--- src/hdl/mini_uart_register_block_defines.svh ---
// Assertion macros shared by the mini UART register block.
`ifndef MINI_UART_REGISTER_BLOCK_DEFINES_SVH
`define MINI_UART_REGISTER_BLOCK_DEFINES_SVH

// Same-cycle implication, disabled while reset is asserted.
`define MUR_CHECK(label, clk, rst_n, ante, cons, msg) \
    label: assert property (@(posedge clk) disable iff (!(rst_n)) (ante) |-> (cons)) \
        else $error(msg);

// Next-cycle implication, disabled while reset is asserted.
`define MUR_CHECK_NEXT(label, clk, rst_n, ante, cons, msg) \
    label: assert property (@(posedge clk) disable iff (!(rst_n)) (ante) |=> (cons)) \
        else $error(msg);

`endif

--- src/hdl/mur_pkg.sv ---
package mur_pkg;

    // Item kinds.
    localparam logic [1:0] KIND_READ  = 2'd0;
    localparam logic [1:0] KIND_WRITE = 2'd1;
    localparam logic [1:0] KIND_RX    = 2'd2;

    // Register offsets.
    localparam logic [7:0] OFF_IRQ     = 8'h00;
    localparam logic [7:0] OFF_ENABLE  = 8'h04;
    localparam logic [7:0] OFF_IO      = 8'h40;
    localparam logic [7:0] OFF_IER     = 8'h44;
    localparam logic [7:0] OFF_IIR     = 8'h48;
    localparam logic [7:0] OFF_MCR     = 8'h50;
    localparam logic [7:0] OFF_LSR     = 8'h54;
    localparam logic [7:0] OFF_MSR     = 8'h58;
    localparam logic [7:0] OFF_SCRATCH = 8'h5c;
    localparam logic [7:0] OFF_CNTL    = 8'h60;
    localparam logic [7:0] OFF_STAT    = 8'h64;
    localparam logic [7:0] OFF_BAUD    = 8'h68;

    // Read values and bit fields.
    localparam logic [31:0] IIR_BASE   = 32'h0000_00c0;
    localparam logic [31:0] IIR_RX     = 32'h0000_0004;
    localparam logic [31:0] IIR_NONE   = 32'h0000_0002;
    localparam logic [31:0] IIR_IDLE   = 32'h0000_0001;
    localparam logic [31:0] LSR_BASE   = 32'h0000_0060;
    localparam logic [31:0] MSR_CTS    = 32'h0000_0010;
    localparam logic [31:0] MCR_RTS    = 32'h0000_0002;
    localparam logic [31:0] CNTL_VALUE = 32'h0000_0003;
    localparam logic [31:0] STAT_BASE  = 32'h0000_030e;
    localparam logic [31:0] STAT_DATA  = 32'h0000_0001;
    localparam int          STAT_FILL_SHIFT = 16;
    localparam logic [3:0]  ROOM_MAX   = 4'hf;

    // One input item.
    typedef struct packed {
        logic [1:0]  kind;
        logic [7:0]  offset;
        logic [31:0] write_data;
        logic        cts_in;
    } t_in_item;

    // One result item.
    typedef struct packed {
        logic [31:0] read_data;
        logic        irq_line;
        logic        tx_valid;
        logic [7:0]  tx_byte;
        logic        rts_out;
        logic [3:0]  rx_room;
        logic        rx_dropped;
    } t_out_item;

endpackage

--- src/hdl/mur_if.sv ---
// Input item channel.
interface mur_in_if;
    import mur_pkg::*;
    logic     valid;
    logic     ready;
    t_in_item payload;

    modport source (output valid, output payload, input ready);
    modport sink (input valid, input payload, output ready);
endinterface

// Result item channel.
interface mur_out_if;
    import mur_pkg::*;
    logic      valid;
    logic      ready;
    t_out_item payload;

    modport source (output valid, output payload, input ready);
    modport sink (input valid, input payload, output ready);
endinterface

--- src/hdl/mini_uart_register_block.sv ---
// Mini UART register file. Each item (bus read, bus write or received byte) is taken
// into an input register, decoded against the register state and the receive FIFO,
// and its result is held in an output register. One item is accepted every cycle
// while results are being taken. The receive FIFO is a RX_DEPTH-entry memory with a
// registered read of the slot at the head pointer, refreshed every cycle with
// forwarding of a same-cycle write, so an IO read never waits. Entries never written
// since reset read as zero through per-entry valid bits; there is no clearing pass.
`include "mini_uart_register_block_defines.svh"

module mini_uart_register_block
    import mur_pkg::*;
#(
    parameter int RX_DEPTH = 8
) (
    input  logic      i_clk,
    input  logic      i_rst_n,
    mur_in_if.sink    i_item,
    mur_out_if.source o_result
);

    localparam int AW = $clog2(RX_DEPTH);
    localparam int FW = $clog2(RX_DEPTH + 1);
    localparam logic [FW-1:0] FILL_FULL = FW'(RX_DEPTH);
    localparam logic [AW-1:0] HEAD_LAST = AW'(RX_DEPTH - 1);
    localparam logic [AW:0]   SLOT_WRAP = (AW + 1)'(RX_DEPTH);

    // Pipeline registers.
    logic      r_in_valid;
    t_in_item  r_in;
    logic      r_out_valid;
    t_out_item r_out;
    logic      proc_fire;
    t_out_item n_out;

    // Register state.
    logic [AW-1:0] r_head, n_head;
    logic [FW-1:0] r_fill, n_fill;
    logic [1:0]    r_ien, n_ien;
    logic          r_rts, n_rts;
    logic [7:0]    r_enable, n_enable;
    logic [7:0]    r_scratch, n_scratch;

    // Receive FIFO storage.
    logic [7:0]          r_store [RX_DEPTH];
    logic [RX_DEPTH-1:0] r_stored;
    logic [7:0]          r_head_data;
    logic                r_head_valid;
    logic                wr_en;
    logic [AW-1:0]       wr_addr;
    logic [7:0]          wr_data;
    logic                wr_fwd;

    // Decode helpers.
    logic          uart_on;
    logic          fill_nz;
    logic [1:0]    pend;
    logic [1:0]    n_pend;
    logic [AW:0]   slot_sum;
    logic [AW-1:0] head_inc;
    logic [7:0]    head_byte;
    logic [FW-1:0] room_full;
    logic          rx_drop;

    // Handshake: the input register moves on whenever the result register frees up.
    assign proc_fire      = r_in_valid && (!r_out_valid || o_result.ready);
    assign i_item.ready   = !r_in_valid || proc_fire;
    assign o_result.valid = r_out_valid;
    assign o_result.payload = r_out;

    // Input register.
    always_ff @(posedge i_clk) begin
        if (!i_rst_n) begin
            r_in_valid <= 1'b0;
        end else if (i_item.ready) begin
            r_in_valid <= i_item.valid;
        end
        if (i_item.valid && i_item.ready) begin
            r_in <= i_item.payload;
        end
    end

    // Current-state helpers.
    assign uart_on   = r_enable[0];
    assign fill_nz   = (r_fill != '0);
    assign pend      = {r_ien[1], r_ien[0] && fill_nz};
    assign slot_sum  = {1'b0, r_head} + (AW + 1)'(r_fill);
    assign wr_addr   = (slot_sum >= SLOT_WRAP) ? AW'(slot_sum - SLOT_WRAP) : AW'(slot_sum);
    assign wr_data   = r_in.write_data[7:0];
    assign head_inc  = (r_head == HEAD_LAST) ? '0 : r_head + AW'(1);
    assign head_byte = r_head_valid ? r_head_data : 8'h00;

    // Decode and state update for the item in the input register.
    always_comb begin
        n_head    = r_head;
        n_fill    = r_fill;
        n_ien     = r_ien;
        n_rts     = r_rts;
        n_enable  = r_enable;
        n_scratch = r_scratch;
        wr_en     = 1'b0;
        rx_drop   = 1'b0;
        n_out     = '0;
        if (proc_fire) begin
            case (r_in.kind)
                KIND_READ: begin
                    if (r_in.offset inside {[OFF_IO:OFF_BAUD]} && !uart_on) begin
                        n_out.read_data = '0;
                    end else begin
                        case (r_in.offset)
                            OFF_IRQ:     n_out.read_data = {31'b0, |pend};
                            OFF_ENABLE:  n_out.read_data = {24'b0, r_enable};
                            OFF_IO: begin
                                n_out.read_data = {24'b0, head_byte};
                                if (fill_nz) begin
                                    n_fill = r_fill - FW'(1);
                                    n_head = head_inc;
                                end
                            end
                            OFF_IER:     n_out.read_data = {30'b0, r_ien};
                            OFF_IIR: begin
                                n_out.read_data = IIR_BASE | (pend[0] ? IIR_RX : IIR_NONE)
                                                  | ((pend == 2'b00) ? IIR_IDLE : '0);
                            end
                            OFF_MCR:     n_out.read_data = r_rts ? MCR_RTS : '0;
                            OFF_LSR:     n_out.read_data = LSR_BASE | {31'b0, fill_nz};
                            OFF_MSR:     n_out.read_data = r_in.cts_in ? MSR_CTS : '0;
                            OFF_SCRATCH: n_out.read_data = {24'b0, r_scratch};
                            OFF_CNTL:    n_out.read_data = CNTL_VALUE;
                            OFF_STAT: begin
                                n_out.read_data = fill_nz
                                    ? (STAT_BASE | STAT_DATA | (32'(r_fill) << STAT_FILL_SHIFT))
                                    : STAT_BASE;
                            end
                            default:     n_out.read_data = '0;
                        endcase
                    end
                end
                KIND_WRITE: begin
                    case (r_in.offset)
                        OFF_ENABLE:  n_enable = r_in.write_data[7:0];
                        OFF_IO: begin
                            if (uart_on) begin
                                n_out.tx_valid = 1'b1;
                                n_out.tx_byte  = r_in.write_data[7:0];
                            end
                        end
                        OFF_IER:     n_ien = r_in.write_data[1:0];
                        OFF_IIR: begin
                            if (r_in.write_data[1]) begin
                                n_head = '0;
                                n_fill = '0;
                            end
                        end
                        OFF_MCR:     n_rts = r_in.write_data[1];
                        OFF_SCRATCH: n_scratch = r_in.write_data[7:0];
                        default:     ;
                    endcase
                end
                KIND_RX: begin
                    if (uart_on) begin
                        if (r_fill >= FILL_FULL) begin
                            rx_drop = 1'b1;
                        end else begin
                            wr_en  = 1'b1;
                            n_fill = r_fill + FW'(1);
                        end
                    end
                end
                default: ;
            endcase
        end

        // Status fields reflect the state after the item.
        n_pend           = {n_ien[1], n_ien[0] && (n_fill != '0)};
        room_full        = FILL_FULL - n_fill;
        n_out.irq_line   = |n_pend;
        n_out.rts_out    = n_rts;
        n_out.rx_dropped = rx_drop;
        if (!n_enable[0]) begin
            n_out.rx_room = '0;
        end else if ((FW + 4)'(room_full) > (FW + 4)'(ROOM_MAX)) begin
            n_out.rx_room = ROOM_MAX;
        end else begin
            n_out.rx_room = 4'(room_full);
        end
    end

    // State registers.
    always_ff @(posedge i_clk) begin
        if (!i_rst_n) begin
            r_head    <= '0;
            r_fill    <= '0;
            r_ien     <= '0;
            r_rts     <= 1'b0;
            r_enable  <= '0;
            r_scratch <= '0;
        end else begin
            r_head    <= n_head;
            r_fill    <= n_fill;
            r_ien     <= n_ien;
            r_rts     <= n_rts;
            r_enable  <= n_enable;
            r_scratch <= n_scratch;
        end
    end

    // FIFO memory with a registered read of the next head slot.
    assign wr_fwd = wr_en && (wr_addr == n_head);

    always_ff @(posedge i_clk) begin
        if (wr_en) begin
            r_store[wr_addr] <= wr_data;
        end
        r_head_data <= wr_fwd ? wr_data : r_store[n_head];
    end

    // Written-since-reset marks for the FIFO slots.
    always_ff @(posedge i_clk) begin
        if (!i_rst_n) begin
            r_stored     <= '0;
            r_head_valid <= 1'b0;
        end else begin
            if (wr_en) begin
                r_stored[wr_addr] <= 1'b1;
            end
            r_head_valid <= r_stored[n_head] || wr_fwd;
        end
    end

    // Result register.
    always_ff @(posedge i_clk) begin
        if (!i_rst_n) begin
            r_out_valid <= 1'b0;
        end else if (proc_fire) begin
            r_out_valid <= 1'b1;
        end else if (o_result.ready) begin
            r_out_valid <= 1'b0;
        end
        if (proc_fire) begin
            r_out <= n_out;
        end
    end

    // Internal checks.
    `MUR_CHECK(a_fill_bound, i_clk, i_rst_n, 1'b1, r_fill <= FILL_FULL, "fill count past depth")
    `MUR_CHECK(a_head_bound, i_clk, i_rst_n, 1'b1, r_head <= HEAD_LAST, "head pointer out of range")
    `MUR_CHECK(a_drop_full, i_clk, i_rst_n, rx_drop, r_fill == FILL_FULL, "drop without full FIFO")
    `MUR_CHECK_NEXT(a_fire_result, i_clk, i_rst_n, proc_fire, r_out_valid, "processed item lost")

endmodule

--- src/flat_wrapper.sv ---
// flat-port wrapper written by rule: the top's interface ports become plain ports
module mini_uart_register_block_flat import mur_pkg::*;
#(
    parameter int RX_DEPTH = 8
)
  (i_clk, i_rst_n, i_item_valid, i_item_payload, i_item_ready, o_result_valid, o_result_payload, o_result_ready);
  mur_in_if i_item_i ();
  mur_out_if o_result_i ();
  input  logic i_clk;
  input  logic i_rst_n;
  input wire logic [$bits(i_item_i.valid)-1:0] i_item_valid;
  input wire logic [$bits(i_item_i.payload)-1:0] i_item_payload;
  output wire logic [$bits(i_item_i.ready)-1:0] i_item_ready;
  output wire logic [$bits(o_result_i.valid)-1:0] o_result_valid;
  output wire logic [$bits(o_result_i.payload)-1:0] o_result_payload;
  input wire logic [$bits(o_result_i.ready)-1:0] o_result_ready;
  assign i_item_i.valid = i_item_valid;
  assign i_item_i.payload = i_item_payload;
  assign i_item_ready = i_item_i.ready;
  assign o_result_valid = o_result_i.valid;
  assign o_result_payload = o_result_i.payload;
  assign o_result_i.ready = o_result_ready;
  mini_uart_register_block #(.RX_DEPTH(RX_DEPTH)) u_core (.i_clk(i_clk), .i_rst_n(i_rst_n), .i_item(i_item_i), .o_result(o_result_i));
endmodule
--- config.mk ---
export PLATFORM = sky130hd
export DESIGN_NAME = mini_uart_register_block_flat
export DESIGN_NICKNAME = d
export VERILOG_FILES = /design/src/hdl/mur_pkg.sv /design/src/hdl/mur_if.sv /design/src/hdl/mini_uart_register_block.sv /design/src/flat_wrapper.sv
export VERILOG_INCLUDE_DIRS = /design/src /design/src/hdl
export SDC_FILE = /design/constraint.sdc
export NUM_CORES = 1
export LEC_CHECK = 0
export BUFFER_PORTS_ARGS = -buffer_cell sky130_fd_sc_hd__buf_2
export CORE_MARGIN = 2
export CORE_UTILIZATION = 40
export CTS_CLUSTER_DIAMETER = 100
export DETAILED_ROUTE_END_ITERATION = 7
export PLACE_DENSITY_LB_ADDON = 0.12
export SETUP_SLACK_MARGIN = 0.15
export SKIP_LAST_GASP = 1
export SLEW_MARGIN = 10
export SYNTH_ARGS = -nofsm -noshare
export SYNTH_HDL_FRONTEND = slang
export SYNTH_SLANG_ARGS = --single-unit
export TNS_END_PERCENT = 100
--- constraint.sdc ---
create_clock -name i_clk -period 5.5 [get_ports i_clk]
set_input_delay 0.55 -clock i_clk [delete_from_list [all_inputs] [get_ports i_clk]]
set_output_delay 0.55 -clock i_clk [all_outputs]
set_load 0.01 [all_outputs]
# Word-level counts from Yosys, hierarchy flattened

Memory sizes are Yosys's and may differ from the RTL's. A register that Yosys moved wholly into a read port is not among the register bits.
Index checks and enable logic that the tools add are counted.

Add/subtract/negate cells: 6
$mul: 0
Div/mod/pow operators: 0
$lt $le $gt $ge: 7
Shift-type cells: 0
Reductions and logical operators: 28
Equality and inequality tests: 14
Bitwise operators: 3
Mux-type cells: 48

Operator list:

| cell                                                               | count |
|---|---|
| case mux 32 bit (11 select lines)                                  | 1 |
| equality test 8 x 7 -> 1 bit (second input constant)               | 9 |
| 2-to-1 mux 4 bit                                                   | 8 |
| bitwise OR 32 bit                                                  | 1 |
| 2-to-1 mux 3 bit                                                   | 9 |
| 2-to-1 mux 20 bit                                                  | 1 |
| 2-to-1 mux 1 bit                                                   | 18 |
| case mux 4 bit (3 select lines)                                    | 1 |
| 2-to-1 mux 9 bit                                                   | 1 |
| AND reduction 3 bit                                                | 3 |
| equality test 8 x 3 -> 1 bit (second input constant)               | 1 |
| greater-or-equal comparator 4 bit (second input constant)          | 2 |
| greater-or-equal comparator 8 x 7 -> 1 bit (second input constant) | 1 |
| less-or-equal comparator 8 x 7 -> 1 bit (second input constant)    | 1 |
| logical AND 1 bit                                                  | 8 |
| logical NOT 8 bit                                                  | 1 |
| < comparator 3 x 4 -> 1 bit (second input constant)                | 2 |
| 2-to-1 mux 2 bit                                                   | 4 |
| 2-to-1 mux 8 bit                                                   | 1 |
| bitwise OR 8 bit                                                   | 1 |
| nonzero test 4 bit                                                 | 2 |
| case mux 3 bit (2 select lines)                                    | 1 |
| OR reduction 2 bit                                                 | 3 |
| 2-to-1 mux 5 bit                                                   | 1 |
| other kinds (19)                                                   | 25 |

Logic and storage cells: 129
Memories: 1
Bits in latches: 0
RAM bits: 64
ROM bits: 0
Flip-flop bits (word level): 104

Memory list:

| memory         | words | bits a word | read ports | clocked after Yosys merged registers in | write ports | RTL line                       | RTL |
|---|---|---|---|---|---|---|---|
| u_core.r_store | 8     | 8           | 1          | 1                                       | 1           | mini_uart_register_block.sv:44 | `logic [7:0] r_store [RX_DEPTH];` |

# Depth between registers and ports, before layout

Word-level depth: 10
Gate-level depth with buffers: 12
Depth with buffers taken out: 12

# Worst setup path before layout

OpenSTA, ideal clock, no wires.

Kind: input-to-reg
Start: input port o_result_ready
End: memory u_core.r_store[1][0] (enable)
Arrival: 2739 ps
Setup time: 386 ps
Slack: 2376 ps
Buffers on the path: 1
Cell stages on the path: 7
Cells stage by stage: nand2b_1 nand2_1 clkbuf_1 inv_1 and3_1 nand2_1 nor3_1

Cells in the longest elaborated chain, start to end: 5

Ends and longest elaborated chain:

| item                                   | RTL line                        | RTL |
|---|---|---|
| start, declared                        | flat_wrapper.sv:16              | `input wire logic [$bits(o_result_i.ready)-1:0] o_result_ready;` |
| logical OR 1 bit                       | mini_uart_register_block.sv:65  | `assign proc_fire = r_in_valid && (!r_out_valid \|\| o_result.ready);` |
| logical AND 1 bit                      | mini_uart_register_block.sv:65  |  |
| named net u_core.proc_fire             | mini_uart_register_block.sv:32  | `logic proc_fire;` |
| 2-to-1 mux 1 bit                       | mini_uart_register_block.sv:103 | `if (proc_fire) begin` |
| 2-to-1 mux 1 bit                       | mini_uart_register_block.sv:211 | `if (wr_en) begin` |
| 2-to-1 mux 1 bit (implied by the code) | mini_uart_register_block.sv:212 | `r_store[wr_addr] <= wr_data;` |
| end, declared                          | mini_uart_register_block.sv:44  |  |

The timed path passes the listed nets, and every way through them passes these cells.

==> out/qor.yml <==
synth:
  postSynthAreaPerCell_um2: 12.92
  cell_area_after_technology_mapping_um2: 6694
  seq_area_frac_synth_pct: 62.21
  postSynthRegisterBits: 152
  post_synth_inst_count: 518
  synth_edf_count: 112
  ys_async_sr_fraction_pct: 0
  synth_cell_type_count: 57
  ys_warn_count: 0
  synthFlopType: "sky130_fd_sc_hd__edfxtp_1"
route:
  wire_per_inst_um: 19.40
  routed_wirelength_um: 15480
  drcViolationCount: 0
  route.vias.total: 4268
  dr.first_iter.drc_count: 307
  via_density_per_instance: 5.348
  final_antenna_net_count: 0
  drtPass1Iterations: 5
power:
  power_density_nw_per_um2: 326.3
  p_leak_nw: 2.680
  power.ir.vdd_worst_mv: 0.2055
cts:
  clock_sinks: 152
  insertion_delay_ns: 0.42
  clk_root_buffer_cell: "sky130_fd_sc_hd__clkbuf_16"
  post-cts-setup-buffers: 0
  path_clk_slew_ns: 0.06
  ctsLongestPathBuffers: 2
  ctsHoldBuffers: 0
  tritoncts.num_buffers: 17
  cts_resized: 0
  htree_levels: 4
  cts_tree: "yes"
sta:
  worst_slew_pin_slew_ns: 1.145
  max_transition_viols_final: 0
  finClkSkew_ns: 0.007993
  min_period_ns: 3.568
  rsz0062_at_grt: "no"
  max_freq_mhz: 280.3
  timing.final.crit_share_pct: 64.87
  final-hold-violation-count: 0
  timing.hold.ws_ns: 0.2959
  worst_slew_margin_rel_pct: 23.58
  finalSetupViolations: 0
  setup_total_negative_slack_ns: 0
placement:
  dp_hpwl_um: 10500
  place.port_buffers: 54
  place.gp.congestion: 0.8533
  placed_area_um2: 7109
worst_setup_path:
  cp-start-kind: "flip-flop"
  regToRegSetupSlack_ns: 1.93
  path_class: "reg -> reg"
  endpoint_kind: "flip-flop"
  crit_arrival_ns: 3.73
  worstPathMaxFanout: 10
  cp_data_required_time_ns: 5.67
floorplan:
  die_width_um: 133.4
  placementRows: 47
  start_util_pct: 40.65
  dieArea_um2: 17790
  ios: 97
  die-height_um: 133.4
  placeableCoreArea_um2: 16470
status:
  run_status: "finished clean"
grt:
  globalRouteOverflowTotal: 0
  vias_in_the_first_global_route: 4123
  global_route_wire_length_before_repair_um: 24020
  track_usage_pct: 18.13
  grt_max_degree: 36
  grt_antenna_before_repair: 0
finish:
  postLayoutCoreUtil_pct: 46.87
  final_area_um2: 7717
  num_antenna_cells: 0
  post_route_cells_drive_above_1_share_pct: 20.42
  layout.nets: 620
  flow.area_growth_from_synthesis_pct: 15.29
min_path:
  worst_hold_class: "in -> reg"
run:
  max_cap_violations: 0
[state kept, by name, summed over array words and instances (netlist names), named ones only]
register	flops
u_core.r_enable	8
u_core.o_result.valid	1
u_core.r_store	64
u_core.r_in_valid	1
u_core.r_stored	8
u_core.r_rts	1
u_core.r_head	3
u_core.o_result.payload	29
u_core.r_in	19
u_core.r_head_valid	1
u_core.r_scratch	8
u_core.r_ien	2
u_core.r_fill	4
[cell families (layout without fill, tap and decap cells)]
kind of cell / count (synthesis) / count (layout) / synth area share, %
AOI/OAI and AO/OA: 71 / 71 / 7.365
muxes: 46 / 46 / 9.888
DFF: 152 / 152 / 62.21
adders and majority gates: 8 / 8 / 1.607
and+or+nand+nor: 169 / 169 / 13.05
other: 1 / 18 / 0.05602
xor gates and xnor gates: 8 / 8 / 1.047
buffers and inverters: 63 / 106 / 4.785
[per-stage QoR]
| step | power, mW | cells | setup slack [ns] |
|---|---|---|---|
| after global routing | 2.593 | 798 | 1.711 |
| after global placement | 1.360 | 766 | 1.924 |
| after detailed placement | 1.362 | 766 | 1.945 |
| after floorplan | 1.336 | 535 | 2.376 |
| after CTS | 2.539 | 798 | 1.942 |
| final | 2.519 | 798 | 1.932 |
[routing by layer]
layer,up-vias,wire (µm),track usage [%],share of wire (%)
met3,18,691,3.349,4.5
met1,2103,7338,26.09,47
met2,139,7193,27.69,46
li1,2008,-,-,-
met5,-,0,0,0
met4,0,260,6.383,1.7
[cells in the mapped netlist (all sizes together), types with 7 or more instances]
cell	number	area share, %
a21oi	14	1.0
and2	11	1.0
and3	14	1.3
buf	26	2.7
clkbuf	22	1.2
dfxtp	40	12
edfxtp	112	50
ha	7	1.3
inv	15	0.84
mux2i	29	4.3
mux4	16	5.4
nand2	22	1.2
nor2	60	3.4
nor3	14	1.0
nor4	7	0.75
o21ai	18	1.3
[power by group]
| group | leakage, nW | total [mW] | switching, mW | internal (mW) |
|---|---|---|---|---|
| sequential | 1.36 | 1.27 | 0.0269 | 1.25 |
| clock | 0.287 | 1.18 | 0.478 | 0.704 |
| combinational | 1.03 | 0.0621 | 0.0423 | 0.0198 |
| total | 2.68 | 2.52 | 0.547 | 1.97 |
[worst paths after layout]
check,to,startpoint,depth (start not counted)
min,u_core.r_in[37]$_DFFE_PP_,i_item_payload[37],1
max,u_core.o_result.payload[15]$_DFFE_PP_,u_core.r_in[35]$_DFFE_PP_,9
max reg2reg,u_core.o_result.payload[15]$_DFFE_PP_,u_core.r_in[35]$_DFFE_PP_,9
min reg2reg,u_core.r_stored[2]$_SDFFE_PN0P_,u_core.r_stored[2]$_SDFFE_PN0P_,2
[cell type report]
| class | count | area, µm² |
|---|---|---|
| tap | 220 | 275.3 |
| clock buffer | 21 | 461.7 |
| timing repair buffer | 59 | 307.8 |
| inverter | 15 | 56.30 |
| sequential | 152 | 4164 |
| multi-input combinational | 320 | 2318 |
| fill | 1498 | 8748 |
| clock inverter | 11 | 133.9 |
[placed cells by master (no fill, tap or decap), drive strengths merged, types with 4 or more instances in the layout]
cell	instances
and2	11
nor3	14
inv	21
o21ai	18
mux2i	29
mux4	16
edfxtp	112
nand2b	5
nor2b	6
clkbuf	21
buf	59
xnor2	5
ha	7
o31ai	4
nor2	60
conb	18
and3	14
nor3b	4
dfxtp	40
a31oi	4
nand2	22
nand4b	4
or3	5
nor4	7
nand3	6
a21oi	14
[worst max-delay path, cell delays in order (launching register included)]
cell and delay [ns]:
sky130_fd_sc_hd__edfxtp_1 0.55, sky130_fd_sc_hd__or4_1 0.68, sky130_fd_sc_hd__nor4_2 0.77, sky130_fd_sc_hd__buf_4 0.29, sky130_fd_sc_hd__o311ai_0 0.12, sky130_fd_sc_hd__a32oi_1 0.39, sky130_fd_sc_hd__ha_1 0.21, sky130_fd_sc_hd__inv_1 0.05
sky130_fd_sc_hd__nor3_1 0.16, sky130_fd_sc_hd__o21ai_0 0.09
Power figures use the tool's default switching activity.
